File: src/rtl/dfd_pkg.sv
`default_nettype none

package dfd_pkg;

    typedef logic [1:0] kind_t;

    localparam kind_t KIND_NUM = 2'd0;
    localparam kind_t KIND_NAN = 2'd1;
    localparam kind_t KIND_INF = 2'd2;
    localparam kind_t KIND_BIG = 2'd3;

    typedef struct packed {
        kind_t       kind;
        logic        sign;
        logic        plus;
        logic [10:0] efield;
        logic [51:0] mant;
        logic [5:0]  prec;
    } conv_t;

    localparam logic [10:0] EXP_INF     = 11'h7ff;
    localparam logic [10:0] EXP_BIAS    = 11'd1023;
    localparam logic [10:0] EXP_MAX_INT = 11'd1075;

    localparam logic [63:0] OFF_HALF  = 64'h3FE0000000000000;
    localparam logic [63:0] OFF_WIDE  = 64'h3FE051EB851EB852;
    localparam logic [52:0] TENTH_MANT = 53'h1999999999999A;
    localparam logic [10:0] TENTH_EXP  = 11'h3FB;

    localparam logic [7:0] CH_ZERO  = 8'h30;
    localparam logic [7:0] CH_MINUS = 8'h2D;
    localparam logic [7:0] CH_PLUS  = 8'h2B;
    localparam logic [7:0] CH_DOT   = 8'h2E;
    localparam logic [7:0] CH_N     = 8'h4E;
    localparam logic [7:0] CH_A     = 8'h41;
    localparam logic [7:0] CH_I     = 8'h49;
    localparam logic [7:0] CH_F     = 8'h46;

endpackage

`default_nettype wire

File: src/rtl/dfd_front.sv
`default_nettype none

module dfd_front #(
    parameter int MAX_PREC = 46
) (
    input  wire logic          clk,
    input  wire logic          rst_n,
    input  wire logic          in_valid,
    output logic               in_stall,
    input  wire logic [63:0]   value_bits,
    input  wire logic [5:0]    precision,
    input  wire logic          force_plus,
    output logic               push,
    input  wire logic          q_full,
    output dfd_pkg::conv_t     push_item
);

    localparam logic [2:0] F_IDLE  = 3'd0;
    localparam logic [2:0] F_MUL   = 3'd1;
    localparam logic [2:0] F_MRND  = 3'd2;
    localparam logic [2:0] F_ALIGN = 3'd3;
    localparam logic [2:0] F_ADD   = 3'd4;
    localparam logic [2:0] F_PUSH  = 3'd5;

    logic [2:0]     state_reg, state_next;
    logic [63:0]    v_reg, v_next;
    logic [5:0]     cnt_reg, cnt_next;
    logic [1:0]     phase_reg, phase_next;
    logic [52:0]    om_reg, om_next;
    logic [10:0]    oe_reg, oe_next;
    logic [105:0]   acc_reg, acc_next;
    logic [55:0]    big_reg, big_next;
    logic [55:0]    al_reg, al_next;
    logic [10:0]    ae_reg, ae_next;
    dfd_pkg::conv_t item_reg, item_next;

    logic [5:0]   prec_clamp;
    logic [26:0]  pa;
    logic [26:0]  pb;
    logic [53:0]  pp;
    logic [6:0]   pp_sh;
    logic [52:0]  nm;
    logic         ng;
    logic         nst;
    logic [10:0]  ne;
    logic [53:0]  nmr;
    logic [10:0]  ev;
    logic [52:0]  mv;
    logic [10:0]  eve;
    logic [52:0]  lm;
    logic [52:0]  sm;
    logic [10:0]  le;
    logic [10:0]  d;
    logic [111:0] wide;
    logic [56:0]  s57;
    logic [55:0]  n56;
    logic [11:0]  se;
    logic [53:0]  mr;
    logic [52:0]  m53;
    logic         up;

    assign prec_clamp = (precision > MAX_PREC[5:0]) ? MAX_PREC[5:0] : precision;
    assign in_stall   = (state_reg != F_IDLE);
    assign push       = (state_reg == F_PUSH) && !q_full;
    assign push_item  = item_reg;

    always_comb
    begin
        unique case (phase_reg)
            2'd0:
            begin
                pa = om_reg[26:0];
                pb = dfd_pkg::TENTH_MANT[26:0];
                pp_sh = 7'd0;
            end
            2'd1:
            begin
                pa = om_reg[26:0];
                pb = {1'b0, dfd_pkg::TENTH_MANT[52:27]};
                pp_sh = 7'd27;
            end
            2'd2:
            begin
                pa = {1'b0, om_reg[52:27]};
                pb = dfd_pkg::TENTH_MANT[26:0];
                pp_sh = 7'd27;
            end
            default:
            begin
                pa = {1'b0, om_reg[52:27]};
                pb = {1'b0, dfd_pkg::TENTH_MANT[52:27]};
                pp_sh = 7'd54;
            end
        endcase
        pp = pa * pb;
    end

    // product normalise and round to nearest even
    always_comb
    begin
        if (acc_reg[105])
        begin
            nm  = acc_reg[105:53];
            ng  = acc_reg[52];
            nst = |acc_reg[51:0];
            ne  = oe_reg - 11'd3;
        end
        else
        begin
            nm  = acc_reg[104:52];
            ng  = acc_reg[51];
            nst = |acc_reg[50:0];
            ne  = oe_reg - 11'd4;
        end
        nmr = {1'b0, nm} + {53'd0, ng && (nst || nm[0])};
    end

    // alignment of the smaller operand
    always_comb
    begin
        ev  = v_reg[62:52];
        mv  = {ev != 11'd0, v_reg[51:0]};
        eve = (ev == 11'd0) ? 11'd1 : ev;
        if (eve >= oe_reg)
        begin
            lm = mv;
            le = eve;
            sm = om_reg;
            d  = eve - oe_reg;
        end
        else
        begin
            lm = om_reg;
            le = oe_reg;
            sm = mv;
            d  = oe_reg - eve;
        end
        wide = {sm, 3'b000, 56'd0} >> d[5:0];
    end

    // magnitude add and round
    always_comb
    begin
        s57 = {1'b0, big_reg} + {1'b0, al_reg};
        if (s57[56])
        begin
            n56 = {s57[56:2], s57[1] | s57[0]};
            se  = {1'b0, ae_reg} + 12'd1;
        end
        else
        begin
            n56 = s57[55:0];
            se  = {1'b0, ae_reg};
        end
        up = n56[2] && (n56[1] || n56[0] || n56[3]);
        mr = {1'b0, n56[55:3]} + {53'd0, up};
        if (mr[53])
        begin
            m53 = mr[53:1];
            se  = se + 12'd1;
        end
        else
        begin
            m53 = mr[52:0];
        end
    end

    always_comb
    begin
        state_next = state_reg;
        v_next     = v_reg;
        cnt_next   = cnt_reg;
        phase_next = phase_reg;
        om_next    = om_reg;
        oe_next    = oe_reg;
        acc_next   = acc_reg;
        big_next   = big_reg;
        al_next    = al_reg;
        ae_next    = ae_reg;
        item_next  = item_reg;
        unique case (state_reg)
            F_IDLE:
            begin
                if (in_valid)
                begin
                    v_next     = value_bits;
                    cnt_next   = prec_clamp;
                    phase_next = 2'd0;
                    acc_next   = '0;
                    if (prec_clamp > 6'd1)
                    begin
                        om_next = {1'b1, dfd_pkg::OFF_HALF[51:0]};
                        oe_next = dfd_pkg::OFF_HALF[62:52];
                    end
                    else
                    begin
                        om_next = {1'b1, dfd_pkg::OFF_WIDE[51:0]};
                        oe_next = dfd_pkg::OFF_WIDE[62:52];
                    end
                    item_next.sign   = value_bits[63];
                    item_next.plus   = force_plus;
                    item_next.prec   = prec_clamp;
                    item_next.efield = value_bits[62:52];
                    item_next.mant   = value_bits[51:0];
                    if (value_bits[62:52] == dfd_pkg::EXP_INF)
                    begin
                        item_next.kind = (value_bits[51:0] != 52'd0) ?
                                         dfd_pkg::KIND_NAN : dfd_pkg::KIND_INF;
                        state_next = F_PUSH;
                    end
                    else
                    begin
                        item_next.kind = dfd_pkg::KIND_NUM;
                        state_next = (prec_clamp == 6'd0) ? F_ALIGN : F_MUL;
                    end
                end
            end
            F_MUL:
            begin
                acc_next   = acc_reg + ({52'd0, pp} << pp_sh);
                phase_next = phase_reg + 2'd1;
                if (phase_reg == 2'd3)
                begin
                    state_next = F_MRND;
                end
            end
            F_MRND:
            begin
                if (nmr[53])
                begin
                    om_next = nmr[53:1];
                    oe_next = ne + 11'd1;
                end
                else
                begin
                    om_next = nmr[52:0];
                    oe_next = ne;
                end
                acc_next   = '0;
                phase_next = 2'd0;
                cnt_next   = cnt_reg - 6'd1;
                state_next = (cnt_reg == 6'd1) ? F_ALIGN : F_MUL;
            end
            F_ALIGN:
            begin
                big_next = {lm, 3'b000};
                ae_next  = le;
                if (d >= 11'd56)
                begin
                    al_next = {55'd0, |sm};
                end
                else
                begin
                    al_next = {wide[111:57], wide[56] | (|wide[55:0])};
                end
                state_next = F_ADD;
            end
            F_ADD:
            begin
                item_next.sign = v_reg[63] && (v_reg[62:0] != 63'd0);
                if (se >= {1'b0, dfd_pkg::EXP_INF})
                begin
                    item_next.kind   = dfd_pkg::KIND_INF;
                    item_next.efield = dfd_pkg::EXP_INF;
                    item_next.mant   = '0;
                end
                else
                begin
                    item_next.efield = se[10:0];
                    item_next.mant   = m53[51:0];
                    item_next.kind   = (se[10:0] > dfd_pkg::EXP_MAX_INT) ?
                                       dfd_pkg::KIND_BIG : dfd_pkg::KIND_NUM;
                end
                state_next = F_PUSH;
            end
            F_PUSH:
            begin
                if (!q_full)
                begin
                    state_next = F_IDLE;
                end
            end
            default:
            begin
                state_next = F_IDLE;
            end
        endcase
    end

    always_ff @(posedge clk or negedge rst_n)
    begin
        if (!rst_n)
        begin
            state_reg <= F_IDLE;
        end
        else
        begin
            state_reg <= state_next;
        end
    end

    always_ff @(posedge clk)
    begin
        v_reg     <= v_next;
        cnt_reg   <= cnt_next;
        phase_reg <= phase_next;
        om_reg    <= om_next;
        oe_reg    <= oe_next;
        acc_reg   <= acc_next;
        big_reg   <= big_next;
        al_reg    <= al_next;
        ae_reg    <= ae_next;
        item_reg  <= item_next;
    end

endmodule

`default_nettype wire

File: src/rtl/dfd_fifo.sv
`default_nettype none

module dfd_fifo (
    input  wire logic            clk,
    input  wire logic            rst_n,
    input  wire logic            push,
    input  wire dfd_pkg::conv_t  push_item,
    output logic                 q_full,
    output logic                 q_valid,
    input  wire logic            pop,
    output dfd_pkg::conv_t       q_item
);

    dfd_pkg::conv_t mem [2];
    logic           wr_reg, wr_next;
    logic           rd_reg, rd_next;
    logic [1:0]     cnt_reg, cnt_next;

    assign q_full  = (cnt_reg == 2'd2);
    assign q_valid = (cnt_reg != 2'd0);
    assign q_item  = mem[rd_reg];

    always_comb
    begin
        wr_next  = push ? !wr_reg : wr_reg;
        rd_next  = pop ? !rd_reg : rd_reg;
        cnt_next = cnt_reg + {1'b0, push} - {1'b0, pop};
    end

    always_ff @(posedge clk or negedge rst_n)
    begin
        if (!rst_n)
        begin
            wr_reg  <= 1'b0;
            rd_reg  <= 1'b0;
            cnt_reg <= 2'd0;
        end
        else
        begin
            wr_reg  <= wr_next;
            rd_reg  <= rd_next;
            cnt_reg <= cnt_next;
        end
    end

    always_ff @(posedge clk)
    begin
        if (push)
        begin
            mem[wr_reg] <= push_item;
        end
    end

endmodule

`default_nettype wire

File: src/rtl/dfd_back.sv
`default_nettype none

module dfd_back (
    input  wire logic            clk,
    input  wire logic            rst_n,
    input  wire logic            q_valid,
    input  wire dfd_pkg::conv_t  q_item,
    output logic                 pop,
    output logic                 out_valid,
    input  wire logic            out_stall,
    output logic [7:0]           char_code,
    output logic                 last,
    output logic                 too_large
);

    localparam logic [2:0] B_IDLE = 3'd0;
    localparam logic [2:0] B_CONV = 3'd1;
    localparam logic [2:0] B_SIGN = 3'd2;
    localparam logic [2:0] B_INT  = 3'd3;
    localparam logic [2:0] B_DOT  = 3'd4;
    localparam logic [2:0] B_FRAC = 3'd5;
    localparam logic [2:0] B_TXT  = 3'd6;

    logic [2:0]     st_reg, st_next;
    dfd_pkg::conv_t it_reg, it_next;
    logic [52:0]    bin_reg, bin_next;
    logic [63:0]    bcd_reg, bcd_next;
    logic [52:0]    frac_reg, frac_next;
    logic [5:0]     cnt_reg, cnt_next;
    logic [1:0]     tidx_reg, tidx_next;
    logic           started_reg, started_next;
    logic           ov_reg, ov_next;
    logic [7:0]     ch_reg, ch_next;
    logic           last_reg, last_next;
    logic           tl_reg, tl_next;

    logic               emit_ok;
    logic               emit;
    logic [7:0]         e_ch;
    logic               e_last;
    logic               e_tl;
    logic signed [11:0] ue;
    logic [11:0]        negsh;
    logic [52:0]        m53;
    logic [5:0]         ish;
    logic [105:0]       fwide;
    logic [52:0]        ipart;
    logic [52:0]        fpart;
    logic [63:0]        bcd_adj;
    logic [56:0]        f10;
    logic [3:0]         dig;
    logic               want_sign;

    assign emit_ok   = !ov_reg || !out_stall;
    assign out_valid = ov_reg;
    assign char_code = ch_reg;
    assign last      = last_reg;
    assign too_large = tl_reg;

    always_comb
    begin
        ue    = $signed({1'b0, q_item.efield}) - $signed({1'b0, dfd_pkg::EXP_BIAS});
        negsh = 12'd0 - (ue + 12'sd1);
        m53   = {1'b1, q_item.mant};
        ish   = 6'd52 - ue[5:0];
        ipart = m53 >> ish;
        fwide = {53'd0, m53} << (ue[5:0] + 6'd1);
        if (!ue[11])
        begin
            fpart = fwide[52:0];
        end
        else if (negsh < 12'd64)
        begin
            fpart = m53 >> negsh[5:0];
        end
        else
        begin
            fpart = '0;
        end
    end

    always_comb
    begin
        for (int k = 0; k < 16; k++)
        begin
            bcd_adj[k*4 +: 4] = (bcd_reg[k*4 +: 4] >= 4'd5) ?
                                bcd_reg[k*4 +: 4] + 4'd3 : bcd_reg[k*4 +: 4];
        end
        f10 = {1'b0, frac_reg, 3'b000} + {3'b000, frac_reg, 1'b0};
        dig = f10[56:53];
        want_sign = it_reg.sign || (it_reg.plus && it_reg.kind == dfd_pkg::KIND_NUM);
    end

    always_comb
    begin
        st_next      = st_reg;
        it_next      = it_reg;
        bin_next     = bin_reg;
        bcd_next     = bcd_reg;
        frac_next    = frac_reg;
        cnt_next     = cnt_reg;
        tidx_next    = tidx_reg;
        started_next = started_reg;
        pop          = 1'b0;
        emit         = 1'b0;
        e_ch         = dfd_pkg::CH_ZERO;
        e_last       = 1'b0;
        e_tl         = 1'b0;
        unique case (st_reg)
            B_IDLE:
            begin
                if (q_valid)
                begin
                    pop       = 1'b1;
                    it_next   = q_item;
                    bin_next  = ipart;
                    bcd_next  = '0;
                    frac_next = fpart;
                    tidx_next = 2'd0;
                    cnt_next  = 6'd53;
                    unique case (q_item.kind)
                        dfd_pkg::KIND_NUM: st_next = ue[11] ? B_SIGN : B_CONV;
                        dfd_pkg::KIND_INF: st_next = B_SIGN;
                        default:           st_next = B_TXT;
                    endcase
                end
            end
            B_CONV:
            begin
                bcd_next = {bcd_adj[62:0], bin_reg[52]};
                bin_next = {bin_reg[51:0], 1'b0};
                cnt_next = cnt_reg - 6'd1;
                if (cnt_reg == 6'd1)
                begin
                    st_next = B_SIGN;
                end
            end
            B_SIGN:
            begin
                e_ch = it_reg.sign ? dfd_pkg::CH_MINUS : dfd_pkg::CH_PLUS;
                if (!want_sign || emit_ok)
                begin
                    emit         = want_sign;
                    cnt_next     = 6'd15;
                    started_next = 1'b0;
                    st_next      = (it_reg.kind == dfd_pkg::KIND_INF) ? B_TXT : B_INT;
                end
            end
            B_INT:
            begin
                e_ch   = dfd_pkg::CH_ZERO + {4'd0, bcd_reg[63:60]};
                e_last = (it_reg.prec == 6'd0) && (cnt_reg == 6'd0);
                if (started_reg || bcd_reg[63:60] != 4'd0 || cnt_reg == 6'd0)
                begin
                    if (emit_ok)
                    begin
                        emit         = 1'b1;
                        started_next = 1'b1;
                        bcd_next     = {bcd_reg[59:0], 4'd0};
                        cnt_next     = cnt_reg - 6'd1;
                        if (cnt_reg == 6'd0)
                        begin
                            st_next = (it_reg.prec == 6'd0) ? B_IDLE : B_DOT;
                        end
                    end
                end
                else
                begin
                    bcd_next = {bcd_reg[59:0], 4'd0};
                    cnt_next = cnt_reg - 6'd1;
                end
            end
            B_DOT:
            begin
                e_ch = dfd_pkg::CH_DOT;
                if (emit_ok)
                begin
                    emit     = 1'b1;
                    cnt_next = 6'd0;
                    st_next  = B_FRAC;
                end
            end
            B_FRAC:
            begin
                e_ch   = dfd_pkg::CH_ZERO + {4'd0, dig};
                e_last = (cnt_reg == it_reg.prec - 6'd1);
                if (emit_ok)
                begin
                    emit      = 1'b1;
                    frac_next = f10[52:0];
                    cnt_next  = cnt_reg + 6'd1;
                    if (e_last)
                    begin
                        st_next = B_IDLE;
                    end
                end
            end
            B_TXT:
            begin
                unique case (it_reg.kind)
                    dfd_pkg::KIND_NAN:
                    begin
                        e_ch   = (tidx_reg == 2'd1) ? dfd_pkg::CH_A : dfd_pkg::CH_N;
                        e_last = (tidx_reg == 2'd2);
                    end
                    dfd_pkg::KIND_INF:
                    begin
                        e_ch   = (tidx_reg == 2'd0) ? dfd_pkg::CH_I :
                                 (tidx_reg == 2'd1) ? dfd_pkg::CH_N : dfd_pkg::CH_F;
                        e_last = (tidx_reg == 2'd2);
                    end
                    default:
                    begin
                        e_ch   = dfd_pkg::CH_ZERO;
                        e_last = 1'b1;
                        e_tl   = 1'b1;
                    end
                endcase
                if (emit_ok)
                begin
                    emit      = 1'b1;
                    tidx_next = tidx_reg + 2'd1;
                    if (e_last)
                    begin
                        st_next = B_IDLE;
                    end
                end
            end
            default:
            begin
                st_next = B_IDLE;
            end
        endcase
    end

    always_comb
    begin
        ov_next   = ov_reg && out_stall;
        ch_next   = ch_reg;
        last_next = last_reg;
        tl_next   = tl_reg;
        if (emit)
        begin
            ov_next   = 1'b1;
            ch_next   = e_ch;
            last_next = e_last;
            tl_next   = e_tl;
        end
    end

    always_ff @(posedge clk or negedge rst_n)
    begin
        if (!rst_n)
        begin
            st_reg <= B_IDLE;
            ov_reg <= 1'b0;
        end
        else
        begin
            st_reg <= st_next;
            ov_reg <= ov_next;
        end
    end

    always_ff @(posedge clk)
    begin
        it_reg      <= it_next;
        bin_reg     <= bin_next;
        bcd_reg     <= bcd_next;
        frac_reg    <= frac_next;
        cnt_reg     <= cnt_next;
        tidx_reg    <= tidx_next;
        started_reg <= started_next;
        ch_reg      <= ch_next;
        last_reg    <= last_next;
        tl_reg      <= tl_next;
    end

endmodule

`default_nettype wire

File: src/rtl/double_to_fixed_decimal_text.sv
// Converts an IEEE double to fixed-point decimal text, one ASCII character per output item,
// the final one marked by last. The front end builds the rounding offset with a shared
// 27x27 multiplier, one multiplication by a tenth per fraction digit, then aligns and
// adds in its ALIGN and ADD states; a two-entry queue hands the rounded value to the back
// end. The back end converts binary to BCD when the value is one or more, handles the
// sign, skips up to 15 leading zeros, then emits one character per cycle while the output
// is not stalled. Front and back overlap on consecutive items.
`default_nettype none

module double_to_fixed_decimal_text #(
    parameter int MAX_PREC = 46
) (
    input  wire logic        clk,
    input  wire logic        rst_n,
    input  wire logic        in_valid,
    output logic             in_stall,
    input  wire logic [63:0] value_bits,
    input  wire logic [5:0]  precision,
    input  wire logic        force_plus,
    output logic             out_valid,
    input  wire logic        out_stall,
    output logic [7:0]       char_code,
    output logic             last,
    output logic             too_large
);

    logic           push;
    logic           pop;
    logic           q_full;
    logic           q_valid;
    dfd_pkg::conv_t push_item;
    dfd_pkg::conv_t q_item;

    dfd_front #(
        .MAX_PREC (MAX_PREC)
    ) u_front (
        .clk        (clk),
        .rst_n      (rst_n),
        .in_valid   (in_valid),
        .in_stall   (in_stall),
        .value_bits (value_bits),
        .precision  (precision),
        .force_plus (force_plus),
        .push       (push),
        .q_full     (q_full),
        .push_item  (push_item)
    );

    dfd_fifo u_fifo (
        .clk       (clk),
        .rst_n     (rst_n),
        .push      (push),
        .push_item (push_item),
        .q_full    (q_full),
        .q_valid   (q_valid),
        .pop       (pop),
        .q_item    (q_item)
    );

    dfd_back u_back (
        .clk       (clk),
        .rst_n     (rst_n),
        .q_valid   (q_valid),
        .q_item    (q_item),
        .pop       (pop),
        .out_valid (out_valid),
        .out_stall (out_stall),
        .char_code (char_code),
        .last      (last),
        .too_large (too_large)
    );

endmodule

`default_nettype wire
File: config.mk
export PLATFORM = sky130hd
export DESIGN_NAME = double_to_fixed_decimal_text
export DESIGN_NICKNAME = d
export VERILOG_FILES = /design/src/rtl/dfd_pkg.sv /design/src/rtl/dfd_front.sv /design/src/rtl/dfd_fifo.sv /design/src/rtl/dfd_back.sv /design/src/rtl/double_to_fixed_decimal_text.sv
export SDC_FILE = /design/constraint.sdc
export NUM_CORES = 2
export LEC_CHECK = 0
export BUFFER_PORTS_ARGS = -buffer_cell sky130_fd_sc_hd__buf_2
export CELL_PAD_IN_SITES_DETAIL_PLACEMENT = 0
export CELL_PAD_IN_SITES_GLOBAL_PLACEMENT = 1
export CORE_AREA = 3 3 496 498
export DETAILED_ROUTE_END_ITERATION = 12
export DIE_AREA = 0 0 499 501
export PLACE_DENSITY_LB_ADDON = 0.1
export SKIP_LAST_GASP = 1
export SLEW_MARGIN = 20
export SYNTH_ARGS = -nofsm -noshare
export SYNTH_HDL_FRONTEND = slang
export SYNTH_SLANG_ARGS = --single-unit
File: constraint.sdc
create_clock -name clk -period 29.8 [get_ports clk]
set_input_delay 4.47 -clock clk [delete_from_list [all_inputs] [get_ports clk]]
set_output_delay 4.47 -clock clk [all_outputs]
set_load 0.05 [all_outputs]
==> flow_summary.yaml <==
run_status:
  status: "finished, final reports clean"
final_layout:
  fillers: 24618
  regArea_mm2: 0.0237
  syn2layout_area_growth_pct: 8.58
  nets: 10222
  drive_above_1_share_pct: 7.82
  area_of_combinational_cells_with_multiple_inputs_mm2: 0.0566
  largest_register_ffs: 146
sta:
  timing_max_transition_violations_final: 0
  rsz0062_at_grt: "no"
  max_freq_ghz: 0.0659
  final.min_clock_period_ps: 15170
  setup_tns_ps: 0
  fin_skew_ps: 50.3
  timing_hold_violations_final: 0
  finalSetupViolCount: 0
  post-route-worst-setup-slack_ps: 14630
  tightest_slew_ps: 1170
  timing.final.crit_share_pct: 50.9
  hold_slack_ps: 411
  slew_headroom_pct: 20.6
synthesis:
  synth-main-ff-cell: "sky130_fd_sc_hd__edfxtp_1"
  post_synth_inst_count: 9361
  synth_edf_count: 779
  ys_ff_latch: 790
  yosys.area.top_type_share_pct: 27.7
  seq_area_frac_synth_pct: 28.0
  async_reset_ff_share_pct: 1.39
  synth_area_leaders: "sky130_fd_sc_hd__edfxtp_1 (28%), sky130_fd_sc_hd__fa_1 (9.8%), sky130_fd_sc_hd__ha_1 (7.8%)"
  yosysWarnings: 0
  synth.largest_area_cell: "sky130_fd_sc_hd__edfxtp_1"
  synth_area_per_cell_um2: 9.03
  synth.distinct_cells: 121
  netlist_area_mm2: 0.0846
drt:
  topRoutingLayerUsed: "met5"
  met2_wire_len_um: 161000
  finalWirelength_um: 339000
  first_pass_iters: 6
  drtIter0Drc: 7062
  via_count_normalized_by_instance_count: 5.76
  remaining_drc_errors: 0
  drt-met1-wl_um: 148000
  post_drt_wl_per_cell_um: 27.1
  vias: 72000
  met3_wirelength_um: 17600
  final_antenna_net_count: 0
die:
  placementRows: 181
  fp.dieW_um: 499
  die_y_um: 501
  floorplan.die_area_mm2: 0.250
  initial_core_util_pct: 34.9
  core_mm2: 0.243
  io-pin-count: 87
critical_path:
  crit_path_start_kind: "register"
  cp_data_required_time_ps: 30300
  cpPeakStageDelay_ps: 840
  crit_arrival_ps: 15660
  crit_type: "reg2reg"
  critPathMaxFanout: 18
  cp_slowest_cell: "sky130_fd_sc_hd__o41ai_1"
  nature_of_the_critical_path_endpoint: "register"
cts:
  max-clock-path-buffers: 3
  clk_transition_reported_paths_ps: 60
  clock_sink_count: 790
  root_buffer: "sky130_fd_sc_hd__clkbuf_16"
  post_cts_hold_buffer_count: 0
  cts-buffers-inserted: 101
  post_cts.repair.setup_buffers: 0
  ctsHtreeMaxLevel: 3
  cts_resized: 0
  tritoncts: "built"
  worstSkewPairLatency_ps: 780
placement:
  dpl.hpwl_um: 273000
  gpl.final_weighted_congestion: 0.956
  io_buffer_count: 85
  place_ws_ps: 14730
global_route:
  grt_antenna_before_repair: 18
  grt_usage_pct: 26.5
  grt_max_degree: 80
  grt_overflow: 0
  grt_first_pass_wirelength_um: 495000
  first_global_vias: 71108
min_path:
  timing.hold.worst.class: "reg2reg"
run:
  maxCapViolCount: 0
[Yosys cell counts (all sizes together) (56+ instances only)]
cell type / number
nand2: 1029
nor2: 796
edfxtp: 779
inv: 766
a21oi: 678
o21ai: 586
mux2i: 549
ha: 524
fa: 414
clkbuf: 394
xnor2: 253
nand3: 197
xor2: 186
a21o: 179
mux4: 139
nor3: 134
a211oi: 121
buf: 105
nand4: 88
mux2: 83
nor2b: 82
nand2b: 81
nor4: 81
and3: 80
a31oi: 76
o22ai: 73
and2: 64
o21a: 64
a22o: 60
or3: 60
o21bai: 59
o211ai: 56
o31ai: 56
[through the flow]
stage | util [%] | area [um^2] | std cells
after global placement | 36.5 | 88400 | 12308
after detailed placement | 36.5 | 88400 | 12308
after floorplan | - | 84800 | 9410
after CTS | 37.9 | 91800 | 12495
after global routing | 37.9 | 91800 | 12500
final | 37.9 | 91800 | 12503
[worst paths after layout]
check | slack (ps) | endpoint | start | cells past startpoint
min in group asynchronous | 3590 | u_back.out_valid | rst_n | 1
worst max register to register | 14630 | u_front.acc_reg[105] | u_front.phase_reg[0] | 50
max in group asynchronous | 25920 | u_fifo.wr_reg | rst_n | 1
worst max-delay path | 14630 | u_front.acc_reg[105] | u_front.phase_reg[0] | 50
worst min register to register | 410 | u_fifo.mem[1][0] | u_front.push_item[0] | 0
worst min-delay path | 410 | u_fifo.mem[1][0] | u_front.push_item[0] | 0
[layer usage]
metal / track usage (%) / vias to the layer above
li1: - / 33346
met1: 35.6 / 35914
met2: 44.3 / 2270
met3: 2.93 / 464
met4: 8.86 / 6
met5: 0 / -
[logic make-up after synthesis]
group	count (synthesis)	synth area share (%)
compound gates	2301	17.2
xor+xnor	439	4.56
fa+ha+maj	938	17.6
buf+inv	1269	5.72
flops	790	28.0
mux	771	11.3
other cells	2	0.00888
simple gates	2851	15.6
[cell type report]
class                           count  area share (%)
Antenna cell                        8          0.0218
Clock buffer                      118            2.84
Clock inverter                     69           0.845
Inverter                          770            3.15
Multi-Input combinational cell   7351            61.6
Sequential cell                   790            25.8
Tap cell                         3202            4.36
Timing Repair Buffer              195            1.36
[layout by cell type, fill, tap and decap left out, types with 244 or more instances in the layout]
cell type / Yosys / routed
sky130_fd_sc_hd__a21oi_1: 675 / 674
sky130_fd_sc_hd__edfxtp_1: 779 / 779
sky130_fd_sc_hd__fa_1: 414 / 412
sky130_fd_sc_hd__ha_1: 524 / 521
sky130_fd_sc_hd__inv_1: 761 / 759
sky130_fd_sc_hd__mux2i_1: 549 / 547
sky130_fd_sc_hd__nand2_1: 1029 / 1023
sky130_fd_sc_hd__nor2_1: 794 / 784
sky130_fd_sc_hd__o21ai_0: 559 / 556
sky130_fd_sc_hd__xnor2_1: 253 / 244
[critical path: cells and delay by family (launching register included)]
kind / cells / cell delay [ps]
buf+inv: 8 / 970
fa+ha+maj: 10 / 4550
compound gates: 20 / 6020
simple gates: 9 / 1410
mux: 1 / 630
flops: 1 / 450
xor+xnor: 2 / 890
Power is not shown: default switching activity piles up to over one toggle a cycle in this logic, so the estimate is an artifact.
